$ cat src/rtl/vcbp_pkg.sv
`default_nettype none
// ----------------------------------------------------------------------------
// vcbp_pkg
// types and constants shared by the comment block parser
// ----------------------------------------------------------------------------
package vcbp_pkg;

  // item kinds
  localparam logic KIND_START = 1'b0;
  localparam logic KIND_DATA  = 1'b1;

  // byte roles
  localparam logic [1:0] ROLE_FRAMING   = 2'd0;
  localparam logic [1:0] ROLE_KEY       = 2'd1;
  localparam logic [1:0] ROLE_SEPARATOR = 2'd2;
  localparam logic [1:0] ROLE_VALUE     = 2'd3;

  // block status
  localparam logic [1:0] ST_BUSY    = 2'd0;
  localparam logic [1:0] ST_DONE    = 2'd1;
  localparam logic [1:0] ST_INVALID = 2'd2;

  // configuration register indexes
  typedef enum logic {
    CFG_MAX_ENTRY_COUNT  = 1'b0,
    CFG_MAX_ENTRY_LENGTH = 1'b1
  } vcbp_cfg_idx_t;

  localparam logic [15:0] MAX_ENTRY_COUNT_RST  = 16'd256;
  localparam logic [23:0] MAX_ENTRY_LENGTH_RST = 24'd65536;

  localparam logic [7:0]  SEPARATOR_CHAR   = 8'h3D;
  localparam logic [31:0] MIN_BLOCK_LENGTH = 32'd8;
  localparam logic [31:0] LENGTH_WORD_SIZE = 32'd4;

  typedef struct packed {
    logic        kind;
    logic [31:0] total_length;
    logic [7:0]  data_byte;
  } vcbp_in_t;

  typedef struct packed {
    logic [7:0]  out_byte;
    logic [1:0]  role;
    logic        entry_end;
    logic        entry_keyless;
    logic [15:0] entry_number;
    logic [1:0]  status;
  } vcbp_out_t;

endpackage
`default_nettype wire

$ cat src/rtl/vorbis_comment_block_parser_top.sv
`default_nettype none
// ----------------------------------------------------------------------------
// vorbis_comment_block_parser_top
// byte-serial comment block parser that tags every byte with its role
// ----------------------------------------------------------------------------
// A start item opens a block of total_length bytes; data items then carry the
// block one byte at a time: a little-endian 32-bit vendor length, the vendor
// string (skipped), a 32-bit comment count and length-prefixed KEY=value
// entries. Each accepted item gives exactly one result item: the byte, its
// role (framing, key, separator, value), entry end and keyless flags, the
// entry index and the sticky status (busy, done, invalid). The block takes
// one item every clock cycle while in_stall is low; the whole parse step
// (length word assembly, bounds compares against the bytes left and the two
// limits, and the counter updates) sits between the item port and the result
// register. A two-deep output (result register plus skid register) keeps
// accepting while a result waits; in_stall is simply the skid register being
// full, so throughput drops only while the sink holds out_stall. Configuration
// writes are always ready and belong to idle periods.
// ----------------------------------------------------------------------------
module vorbis_comment_block_parser_top
  import vcbp_pkg::*;
(
  input  wire logic          clk,
  input  wire logic          rst_n,
  // item input
  input  wire logic          in_valid,
  output logic               in_stall,
  input  wire vcbp_in_t      in_item,
  // result output
  output logic               out_valid,
  input  wire logic          out_stall,
  output vcbp_out_t          out_item,
  // configuration writes
  input  wire logic          cfg_valid,
  output logic               cfg_ready,
  input  wire vcbp_cfg_idx_t cfg_index,
  input  wire logic [23:0]   cfg_data
);

  // parse phase, one-hot
  typedef enum logic [7:0] {
    PH_IDLE   = 8'b0000_0001,
    PH_VLEN   = 8'b0000_0010,
    PH_VENDOR = 8'b0000_0100,
    PH_COUNT  = 8'b0000_1000,
    PH_ELEN   = 8'b0001_0000,
    PH_ENTRY  = 8'b0010_0000,
    PH_DONE   = 8'b0100_0000,
    PH_ERROR  = 8'b1000_0000
  } phase_t;

  // configuration registers
  logic [15:0] max_cnt_r;
  logic [23:0] max_len_r;

  // parser state
  phase_t      phase_r,     phase_nxt;
  logic [31:0] blk_left_r,  blk_left_nxt;   // bytes left in the block
  logic [23:0] asm_r,       asm_nxt;        // low three bytes of a length word
  logic [1:0]  idx_r,       idx_nxt;        // byte position in the length word
  logic [31:0] fld_left_r,  fld_left_nxt;   // bytes left in vendor or entry
  logic [15:0] ent_left_r,  ent_left_nxt;   // entries still to come
  logic [15:0] cur_ent_r,   cur_ent_nxt;    // index of the current entry
  logic        sep_seen_r,  sep_seen_nxt;
  logic [1:0]  status_r,    status_nxt;

  // output register and skid register
  logic        out_valid_r;
  vcbp_out_t   out_item_r;
  logic        skid_valid_r;
  vcbp_out_t   skid_item_r;

  logic        in_accept;
  logic        out_free;
  vcbp_out_t   res;

  // combinational helpers
  logic [31:0] blk_dec;
  logic [31:0] fld_dec;
  logic [31:0] len_val;
  logic [15:0] ent_dec;
  logic        blk_short;
  logic        do_finish;
  logic        want_len;
  phase_t      len_phase;

  assign in_stall  = skid_valid_r;
  assign in_accept = in_valid && !skid_valid_r;
  assign out_free  = !out_valid_r || !out_stall;
  assign out_valid = out_valid_r;
  assign out_item  = out_item_r;
  assign cfg_ready = 1'b1;

  assign blk_dec   = blk_left_r - 32'd1;
  assign fld_dec   = fld_left_r - 32'd1;
  assign ent_dec   = ent_left_r - 16'd1;
  // the last length byte arrives live, the other three come from the assembler
  assign len_val   = {in_item.data_byte, asm_r};
  // every consuming byte decrements the block count first
  assign blk_short = blk_dec < LENGTH_WORD_SIZE;

  // --------------------------------------------------------------------------
  // parse step for one item
  // --------------------------------------------------------------------------
  always_comb begin
    phase_nxt    = phase_r;
    blk_left_nxt = blk_left_r;
    asm_nxt      = asm_r;
    idx_nxt      = idx_r;
    fld_left_nxt = fld_left_r;
    ent_left_nxt = ent_left_r;
    cur_ent_nxt  = cur_ent_r;
    sep_seen_nxt = sep_seen_r;
    status_nxt   = status_r;
    do_finish    = 1'b0;
    want_len     = 1'b0;
    len_phase    = PH_ELEN;

    res               = '0;

    if (in_accept) begin
      if (in_item.kind == KIND_START) begin
        // a start always abandons whatever block was open
        blk_left_nxt = in_item.total_length;
        asm_nxt      = '0;
        idx_nxt      = '0;
        fld_left_nxt = '0;
        ent_left_nxt = '0;
        cur_ent_nxt  = '0;
        sep_seen_nxt = 1'b0;
        if (in_item.total_length < MIN_BLOCK_LENGTH) begin
          phase_nxt  = PH_ERROR;
          status_nxt = ST_INVALID;
        end else begin
          phase_nxt  = PH_VLEN;
          status_nxt = ST_BUSY;
        end
      end else begin
        res.out_byte     = in_item.data_byte;
        res.entry_number = cur_ent_r;
        unique case (phase_r)
          PH_VLEN, PH_COUNT, PH_ELEN: begin
            blk_left_nxt = blk_dec;
            if (idx_r != 2'd3) begin
              idx_nxt = idx_r + 2'd1;
              unique case (idx_r)
                2'd0:    asm_nxt[7:0]   = in_item.data_byte;
                2'd1:    asm_nxt[15:8]  = in_item.data_byte;
                default: asm_nxt[23:16] = in_item.data_byte;
              endcase
            end else begin
              asm_nxt = '0;
              idx_nxt = '0;
              if (phase_r == PH_VLEN) begin
                if (len_val > blk_dec) begin
                  phase_nxt  = PH_ERROR;
                  status_nxt = ST_INVALID;
                end else if (len_val == 32'd0) begin
                  want_len  = 1'b1;
                  len_phase = PH_COUNT;
                end else begin
                  fld_left_nxt = len_val;
                  phase_nxt    = PH_VENDOR;
                end
              end else if (phase_r == PH_COUNT) begin
                if (len_val > {16'd0, max_cnt_r}) begin
                  phase_nxt  = PH_ERROR;
                  status_nxt = ST_INVALID;
                end else begin
                  ent_left_nxt = len_val[15:0];
                  cur_ent_nxt  = '0;
                  if (len_val[15:0] == 16'd0) begin
                    phase_nxt  = PH_DONE;
                    status_nxt = ST_DONE;
                  end else begin
                    want_len  = 1'b1;
                    len_phase = PH_ELEN;
                  end
                end
              end else begin
                if (len_val > blk_dec || len_val > {8'd0, max_len_r}) begin
                  phase_nxt  = PH_ERROR;
                  status_nxt = ST_INVALID;
                end else if (len_val == 32'd0) begin
                  // empty entry ends on its own length word
                  res.entry_end     = 1'b1;
                  res.entry_keyless = 1'b1;
                  do_finish         = 1'b1;
                end else begin
                  fld_left_nxt = len_val;
                  sep_seen_nxt = 1'b0;
                  phase_nxt    = PH_ENTRY;
                end
              end
            end
          end
          PH_VENDOR: begin
            blk_left_nxt = blk_dec;
            fld_left_nxt = fld_dec;
            if (fld_dec == 32'd0) begin
              want_len  = 1'b1;
              len_phase = PH_COUNT;
            end
          end
          PH_ENTRY: begin
            if (sep_seen_r) begin
              res.role = ROLE_VALUE;
            end else if (in_item.data_byte == SEPARATOR_CHAR) begin
              res.role     = ROLE_SEPARATOR;
              sep_seen_nxt = 1'b1;
            end else begin
              res.role = ROLE_KEY;
            end
            blk_left_nxt = blk_dec;
            fld_left_nxt = fld_dec;
            if (fld_dec == 32'd0) begin
              res.entry_end     = 1'b1;
              res.entry_keyless = !sep_seen_nxt;
              do_finish         = 1'b1;
            end
          end
          PH_IDLE, PH_DONE, PH_ERROR: begin
            // bytes outside an open block pass through untouched
          end
          default: begin
            phase_nxt = phase_r;
          end
        endcase

        if (do_finish) begin
          cur_ent_nxt  = cur_ent_r + 16'd1;
          ent_left_nxt = ent_dec;
          if (ent_dec == 16'd0) begin
            phase_nxt  = PH_DONE;
            status_nxt = ST_DONE;
          end else begin
            want_len  = 1'b1;
            len_phase = PH_ELEN;
          end
        end

        // a length word must still fit in the block
        if (want_len) begin
          if (blk_short) begin
            phase_nxt  = PH_ERROR;
            status_nxt = ST_INVALID;
          end else begin
            phase_nxt = len_phase;
            asm_nxt   = '0;
            idx_nxt   = '0;
          end
        end
      end
    end

    res.status = status_nxt;
  end

  // --------------------------------------------------------------------------
  // parser state and configuration
  // --------------------------------------------------------------------------
  always_ff @(posedge clk) begin
    if (!rst_n) begin
      phase_r    <= PH_IDLE;
      blk_left_r <= '0;
      asm_r      <= '0;
      idx_r      <= '0;
      fld_left_r <= '0;
      ent_left_r <= '0;
      cur_ent_r  <= '0;
      sep_seen_r <= 1'b0;
      status_r   <= ST_BUSY;
      max_cnt_r  <= MAX_ENTRY_COUNT_RST;
      max_len_r  <= MAX_ENTRY_LENGTH_RST;
    end else begin
      phase_r    <= phase_nxt;
      blk_left_r <= blk_left_nxt;
      asm_r      <= asm_nxt;
      idx_r      <= idx_nxt;
      fld_left_r <= fld_left_nxt;
      ent_left_r <= ent_left_nxt;
      cur_ent_r  <= cur_ent_nxt;
      sep_seen_r <= sep_seen_nxt;
      status_r   <= status_nxt;
      if (cfg_valid && cfg_ready) begin
        unique case (cfg_index)
          CFG_MAX_ENTRY_COUNT:  max_cnt_r <= cfg_data[15:0];
          CFG_MAX_ENTRY_LENGTH: max_len_r <= cfg_data;
          default:              max_len_r <= max_len_r;
        endcase
      end
    end
  end

  // --------------------------------------------------------------------------
  // result register with skid stage
  // --------------------------------------------------------------------------
  always_ff @(posedge clk) begin
    if (!rst_n) begin
      out_valid_r  <= 1'b0;
      skid_valid_r <= 1'b0;
    end else begin
      if (out_free) begin
        if (skid_valid_r) begin
          // no item is taken while the skid register is full
          out_valid_r  <= 1'b1;
          skid_valid_r <= 1'b0;
        end else begin
          out_valid_r <= in_accept;
        end
      end else if (in_accept) begin
        skid_valid_r <= 1'b1;
      end
    end
  end

  always_ff @(posedge clk) begin
    if (out_free) begin
      if (skid_valid_r) begin
        out_item_r <= skid_item_r;
      end else if (in_accept) begin
        out_item_r <= res;
      end
    end else if (in_accept) begin
      skid_item_r <= res;
    end
  end

  // --------------------------------------------------------------------------
  // assertions
  // --------------------------------------------------------------------------
  // the skid register only fills behind a waiting result
  a_skid_behind_out : assert property (@(posedge clk) disable iff (!rst_n)
    skid_valid_r |-> out_valid_r)
    else $error("skid register holds an item with the result register empty");

  // a short block is flagged invalid right away
  a_short_block : assert property (@(posedge clk) disable iff (!rst_n)
    (in_accept && in_item.kind == KIND_START && in_item.total_length < MIN_BLOCK_LENGTH)
    |=> (phase_r == PH_ERROR && status_r == ST_INVALID))
    else $error("short block not flagged invalid");

  // inside an entry there is always a byte and an entry left to account for
  a_entry_counts : assert property (@(posedge clk) disable iff (!rst_n)
    (phase_r == PH_ENTRY) |-> (fld_left_r != 32'd0 && ent_left_r != 16'd0))
    else $error("entry phase with exhausted counters");

  // terminal phases agree with the sticky status
  a_status_phase : assert property (@(posedge clk) disable iff (!rst_n)
    ((phase_r == PH_DONE) |-> (status_r == ST_DONE)) and
    ((phase_r == PH_ERROR) |-> (status_r == ST_INVALID)))
    else $error("status disagrees with parse phase");

endmodule
`default_nettype wire
$ cat config.mk
export PLATFORM = sky130hd
export DESIGN_NAME = vorbis_comment_block_parser_top
export DESIGN_NICKNAME = d
export VERILOG_FILES = /design/src/rtl/vcbp_pkg.sv /design/src/rtl/vorbis_comment_block_parser_top.sv
export SDC_FILE = /design/constraint.sdc
export NUM_CORES = 1
export LEC_CHECK = 0
export BUFFER_PORTS_ARGS = -buffer_cell sky130_fd_sc_hd__clkbuf_2
export CORE_MARGIN = 2
export CORE_UTILIZATION = 35
export CTS_BUF_LIST = sky130_fd_sc_hd__clkbuf_8
export DETAILED_ROUTE_END_ITERATION = 7
export PLACE_DENSITY_LB_ADDON = 0.2
export SETUP_SLACK_MARGIN = 0.4
export SYNTH_ARGS = -nofsm -noshare
export SYNTH_HDL_FRONTEND = slang
export SYNTH_SLANG_ARGS = --single-unit
$ cat constraint.sdc
create_clock -name clk -period 7.2 [get_ports clk]
set_clock_uncertainty 0.05 [all_clocks]
set_input_delay 1.08 -clock clk [delete_from_list [all_inputs] [get_ports clk]]
set_output_delay 1.08 -clock clk [all_outputs]
set_load 0.05 [all_outputs]
### Yosys cells after proc, flatten, opt, wreduce, memory -nomap -nowiden

Index checks and enable logic that the tools add are counted.

| cells by class | value |
|---|---|
| shifts and indexed selects | 0 |
| divide/modulo/power cells | 0 |
| order comparisons | 5 |
| eq/ne operators | 24 |
| muxes and demuxes | 122 |
| multipliers | 0 |
| bitwise logic cells | 3 |
| reductions and logical operators | 26 |
| add/subtract/negate cells | 5 |

Operators by type and width:

| kind | number |
|---|---|
| 2-to-1 mux 32 bit | 9 |
| 2-to-1 mux 16 bit | 14 |
| 2-to-1 mux 8 bit | 23 |
| 2-to-1 mux 24 bit | 5 |
| logical NOT 32 bit | 2 |
| case mux 32 bit (2 select lines) | 1 |
| subtractor 32 x 1 -> 32 bit, second input constant | 2 |
| 2-to-1 mux 30 bit | 2 |
| 2-to-1 mux 2 bit | 29 |
| > comparator 32 x 16 -> 1 bit | 1 |
| > comparator 32 x 24 -> 1 bit | 1 |
| > comparator 32 bit | 1 |
| logical NOT 16 bit | 2 |
| < comparator 32 x 3 -> 1 bit, second input constant | 1 |
| < comparator 32 x 4 -> 1 bit, second input constant | 1 |
| 2-to-1 mux 1 bit | 30 |
| 2-to-1 mux 28 bit | 1 |
| adder 16 x 1 -> 16 bit, second input constant | 1 |
| == test 8 x 6 -> 1 bit, second input constant | 2 |
| case mux 8 bit (2 select lines) | 1 |
| subtractor 16 x 1 -> 16 bit, second input constant | 1 |
| 2-to-1 mux 5 bit | 3 |
| inequality test 3 bit, second input constant | 5 |
| inequality test 3 x 2 -> 1 bit, second input constant | 4 |
| other kinds (23) | 43 |

| word-level totals | value |
|---|---|
| memories kept | 0 |
| memory bits (read-only) | 0 |
| output and inout port bits | 33 |
| latch bits | 0 |
| bits in registers | 235 |
| RAM bits | 0 |
| word-level logic and storage cells | 210 |

### Logic depth before layout (Yosys ltp)

| depth | value |
|---|---|
| depth in word-level cells | 18 |
| gate-level depth with buffers | 21 |

### Worst setup path before layout

Ideal clock, no wire load.

| path | value |
|---|---|
| path type | flip-flop to flip-flop |
| start | reg blk_left_r[0] |
| end | reg out_item_r (netlist bit out_item[1]) (data pin) |
| required time | 6.890 ns |
| period minus slack after synthesis | 4.854 ns |
| arrival time | 4.545 ns |
| stages on the path, launching flop included | 21 |
| slack | 2.346 ns |
| library setup time | 0.260 ns |
| path through | dfxtp_1 inv_1 ha_1 nor3b_1 nand2_1 nor3_1 nand3_1 nor4_1 xnor2_1 ha_1 nand4_1 nor4_1 o21ai_0 o311ai_1 mux2_2 nand2_1 a32oi_4 o21ai_2 nor2b_4 a211o_1 mux2_2 |

RTL lines:

| item | line | source |
|---|---|---|
| start: declaration | vorbis_comment_block_parser_top.sv:58 | `logic [31:0] blk_left_r, blk_left_nxt;` |
| start signal: assignment | vorbis_comment_block_parser_top.sv:277 | `blk_left_r <= blk_left_nxt;` |
| end signal: assignment | vorbis_comment_block_parser_top.sv:320 | `out_item_r <= skid_item_r;` |
| end signal: assignment | vorbis_comment_block_parser_top.sv:322 | `out_item_r <= res;` |
| end: declaration | vorbis_comment_block_parser_top.sv:69 | `vcbp_out_t out_item_r;` |

### Worst setup path after layout

| path | value |
|---|---|
| start | reg blk_left_r[0] |
| end | reg ent_left_r[4] |

| between the ends | value |
|---|---|
| longest elaborated chain between the ends | 12 |

RTL lines:

| item | line | source |
|---|---|---|
| subtractor 32 x 1 -> 32 bit (*) | vorbis_comment_block_parser_top.sv:94 | `assign blk_dec = blk_left_r - 32'd1;` |
| > comparator 32 bit (*) | vorbis_comment_block_parser_top.sv:181 | `if (len_val > blk_dec \|\| len_val > {8'd0, max_len_r}) begin` |
| logical OR 1 bit (*) | vorbis_comment_block_parser_top.sv:181 |  |
| 2-to-1 mux 1 bit (*) | vorbis_comment_block_parser_top.sv:181 |  |
| 2-to-1 mux 1 bit (*) | vorbis_comment_block_parser_top.sv:165 | `end else if (phase_r == PH_COUNT) begin` |
| 2-to-1 mux 1 bit (*) | vorbis_comment_block_parser_top.sv:154 | `if (phase_r == PH_VLEN) begin` |
| 2-to-1 mux 1 bit (*) | vorbis_comment_block_parser_top.sv:144 | `if (idx_r != 2'd3) begin` |
| case mux 1 bit (2 select lines) (*) | vorbis_comment_block_parser_top.sv:141 | `unique case (phase_r)` |
| 2-to-1 mux 1 bit (*) | vorbis_comment_block_parser_top.sv:122 | `if (in_item.kind == KIND_START) begin` |
| 2-to-1 mux 1 bit (*) | vorbis_comment_block_parser_top.sv:121 | `if (in_accept) begin` |
| inequality test 3 x 1 -> 1 bit (no source line), or another cell as far along | -- |  |
| AND reduction 6 bit (no source line) / 2-to-1 mux 16 bit (equally long branches) | -- |  |
| end signal: assignment | vorbis_comment_block_parser_top.sv:281 | `ent_left_r <= ent_left_nxt;` |
| end: declaration | vorbis_comment_block_parser_top.sv:62 | `logic [15:0] ent_left_r, ent_left_nxt;` |

Every way passes the cells marked *; elsewhere a longest branch is shown, timed or not. The select of a mux whose other input is x is not followed.
A chain may end at the register's enable or synchronous reset.

==> impl_metrics.yaml <==
run_status:
  status: "finished, final reports clean"
critical_path:
  r2r_cells: 20
  startpoint_type: "register"
  crit_chain: "inv_1, ha_1, nor3b_1, nand2_1, nor3_1, nand3_1, nor4_1, xnor2_1, ha_1, nand4_1, nor4_1, o221ai_1, nand2_1, mux2_2, nand2_1, a32oi_4, a21oi_2, nor2_1, o21ai_0, o21ai_0"
  crit_top_cell: "nand2_1"
  cpPeakStageDelay_ns: 0.69
  cp_data_required_time_ns: 7.60
  cp.arrival_ns: 6.47
  critical_path_class: "reg -> reg"
  crit_fanout: 17
  critPathSlowestCell: "a21oi_2"
  cp-end-kind: "register"
layout:
  syn2layout_area_growth_pct: 13.2
  nNetsFinal: 1902
  drive_gt1_share_pct: 13.2
  n_antenna_cell: 0
  final_cell_count_no_fill: 2312
  final_common_cell: "nand2_1"
  final_cell_mix: "185 x nand2_1, 175 x dfxtp_1, 164 x a21oi_1"
floorplan:
  die_w_um: 204
  core_sq_mm: 0.0396
  io_pins: 104
  start_util_pct: 35.4
  fp.dieH_um: 204
  dieArea_sq_mm: 0.0418
  rows: 73
grt:
  gr-total-overflow: 0
  antenna_found_initial: 1
  grt.busiest_layer: "met2"
  use_met3_pct: 3.73
  first_global_vias: 12200
  grt_max_degree: 68
  grt_util_met2_pct: 34.4
  grt_pass1_wl_mm: 70.1
  grt_use_total_pct: 21.4
  use_met1_pct: 28.4
logic_synthesis:
  synthArstFlopShare_pct: 0
  synthAdderAreaFrac_pct: 7.12
  synth_compound_area_share_pct: 19.0
  syn-num-nets: 1839
  yosys_warnings: 0
  synth_area_sq_mm: 0.0140
  synth_area_leaders: "dfxtp_1 25%, edfxtp_1 13%, ha_1 7.1%"
  synth_cell_type_count: 77
  syn_area_per_cell_sq_um: 8.32
  synthFlopType: "dfxtp_1"
  synth_top_cell_area_share_pct: 24.9
  synth_xor_area_share_pct: 3.80
  synth_simple_gate_area_share_pct: 24.5
  synth.largest_area_cell: "dfxtp_1"
  ys_seq_area_share_pct: 37.8
  synth_edf_count: 60
  ys_seq_elements: 235
  syn_inst: 1688
  synth_mux_area_share_pct: 3.01
  synth_top_family_by_area: "simple AND/OR/NAND/NOR gates"
timing:
  grt_setup_unrepaired: "false"
  period_minus_slack_ns: 6.08
  fin_crit_sh_pct: 84.4
  maxSlewHeadroom_pct: 8.45
  setup_viol: 0
  hold_violations: 0
  worstMarginPinSlew_ns: 1.36
  setup-tns-final_ns: 0
  drv_slew: 0
  fmax_mhz: 165
clock_tree:
  cts_resized: 0
  clockBufferDepth: 3
  cts_tree: "built"
  clk-insertion-delay-late_ns: 0.60
  cts.sinks: 235
  holdBufCountCts: 0
  cts_setup_buffers: 0
  cts_root_buffer: "clkbuf_8"
  cts_max_level: 2
  clkTransAtPathRegs_ns: 0.06
  cts_made_buffers: 44
drt:
  wl_mm: 45.0
  postRouteAntennaNets: 0
  post_drt_wl_per_cell_um: 19.4
  vias: 13000
  drt_iter0_markers: 862
  drc_errors: 0
  via_per_inst: 5.61
  dr.pass1.iters: 6
pwr:
  p_leak_nw: 6.15
  peakVddDrop_uv: 101
  total_power_w: 0.00336
  power.density_mw_per_mm2: 211
hold_path:
  hold_depth: 2
  hold_class: "reg -> reg"
place:
  dp_hpwl_mm: 31.6
  routabilityCongestion: 0.953
  place_inst: 2230
  io_buffers: 102
job:
  maxCapViolations: 0
[final timing paths]
path,start,to,slack (ns)
worst min-delay path,phase_r[0]$_SDFFE_PN1P_,phase_r[0]$_SDFFE_PN1P_,0.40
worst max-delay path,blk_left_r[0]$_SDFFE_PN0P_,ent_left_r[4]$_SDFFE_PN0P_,1.12
worst min register to register,phase_r[0]$_SDFFE_PN1P_,phase_r[0]$_SDFFE_PN1P_,0.40
worst max register to register,blk_left_r[0]$_SDFFE_PN0P_,ent_left_r[4]$_SDFFE_PN0P_,1.12
[routing by layer]
layer  vias up  routed length (um)
li1       6303                   -
met1      6175               20100
met2       386               20500
met3       104                2550
met4         2                1780
met5         -                  10
[report_power, final]
part	switching (W)	internal, W
combinational	0.000361	0.000185
sequential	0.0000313	0.00140
clock	0.000619	0.000764
total	0.00101	0.00235
[cell usage after synthesis, types with 5 or more instances]
cell	number
nand4_1	29
a21oi_1	165
mux2i_1	13
edfxtp_1	60
nand3b_1	12
mux2_2	26
a21o_1	12
o211ai_1	7
o22ai_1	19
nor2b_1	21
o31ai_1	5
nor4_1	45
buf_1	8
xor2_1	17
ha_1	80
a31oi_1	10
or4_1	6
o21ai_0	78
nand2b_1	19
inv_1	64
and2_1	40
or3_1	17
a211oi_1	29
dfxtp_1	175
xnor2_1	44
nor3b_1	8
nand2_1	185
o21a_1	7
and4_1	8
nor2_1	142
nor3_1	64
clkbuf_1	80
nand3_1	37
and3_1	18
buf_2	11
o2111ai_1	13
a22o_1	27
[worst max-delay path, delay by kind of cell, from the launching register on]
kind | cells | cell delay (ns)
AND/OR/NAND/NOR | 10 | 2.92
AO/OA/AOI/OAI | 5 | 1.47
adder cells (fa/ha/maj) | 2 | 0.52
multiplexers | 1 | 0.36
flip-flops | 1 | 0.35
XOR/XNOR | 1 | 0.16
buffers and inverters | 1 | 0.10
[metrics by stage]
| stage | cell area (sq um) | hold WS [ns] | setup WS, ns | utilization, % |
|---|---|---|---|---|
| 2_1_floorplan | 14000 | 0.367 | 2.35 | - |
| 3_3_place_gp | 15000 | 0.385 | 1.52 | 37.8 |
| 3_5_place_dp | 15000 | 0.397 | 1.20 | 37.8 |
| 4_1_cts | 15900 | 0.404 | 1.17 | 40.1 |
| 5_1_grt | 15900 | 0.427 | 0.497 | 40.1 |
| 6_report | 15900 | 0.397 | 1.12 | 40.1 |
[area by class of cell]
class                   count  area, sq um
clock buffers              51          702
clock inverters            31          234
fillers                  4105        23700
inverters                  64          240
multi-input cells        1285         8110
flip-flops and latches    235         5310
well taps                 525          657
repair buffers            121          656
[cells by family (layout without fill, tap and decap cells)]
group	Yosys count	in the layout
buffers and inverters	168	267
DFF	235	235
other	1	1
adders and majority gates	80	80
xor gates and xnor gates	61	61
AOI/OAI and AO/OA	425	425
and+or+nand+nor	679	679
muxes	39	39
[registers in the layout, summed over array words and instances, names as in the netlist, 24 cells and up]
signal and count:
blk_left_r 32, max_len_r 24, asm_r 24, out_item 30, skid_item_r 30, fld_left_r 32
Note: power is estimated with default switching activity, not from simulation.
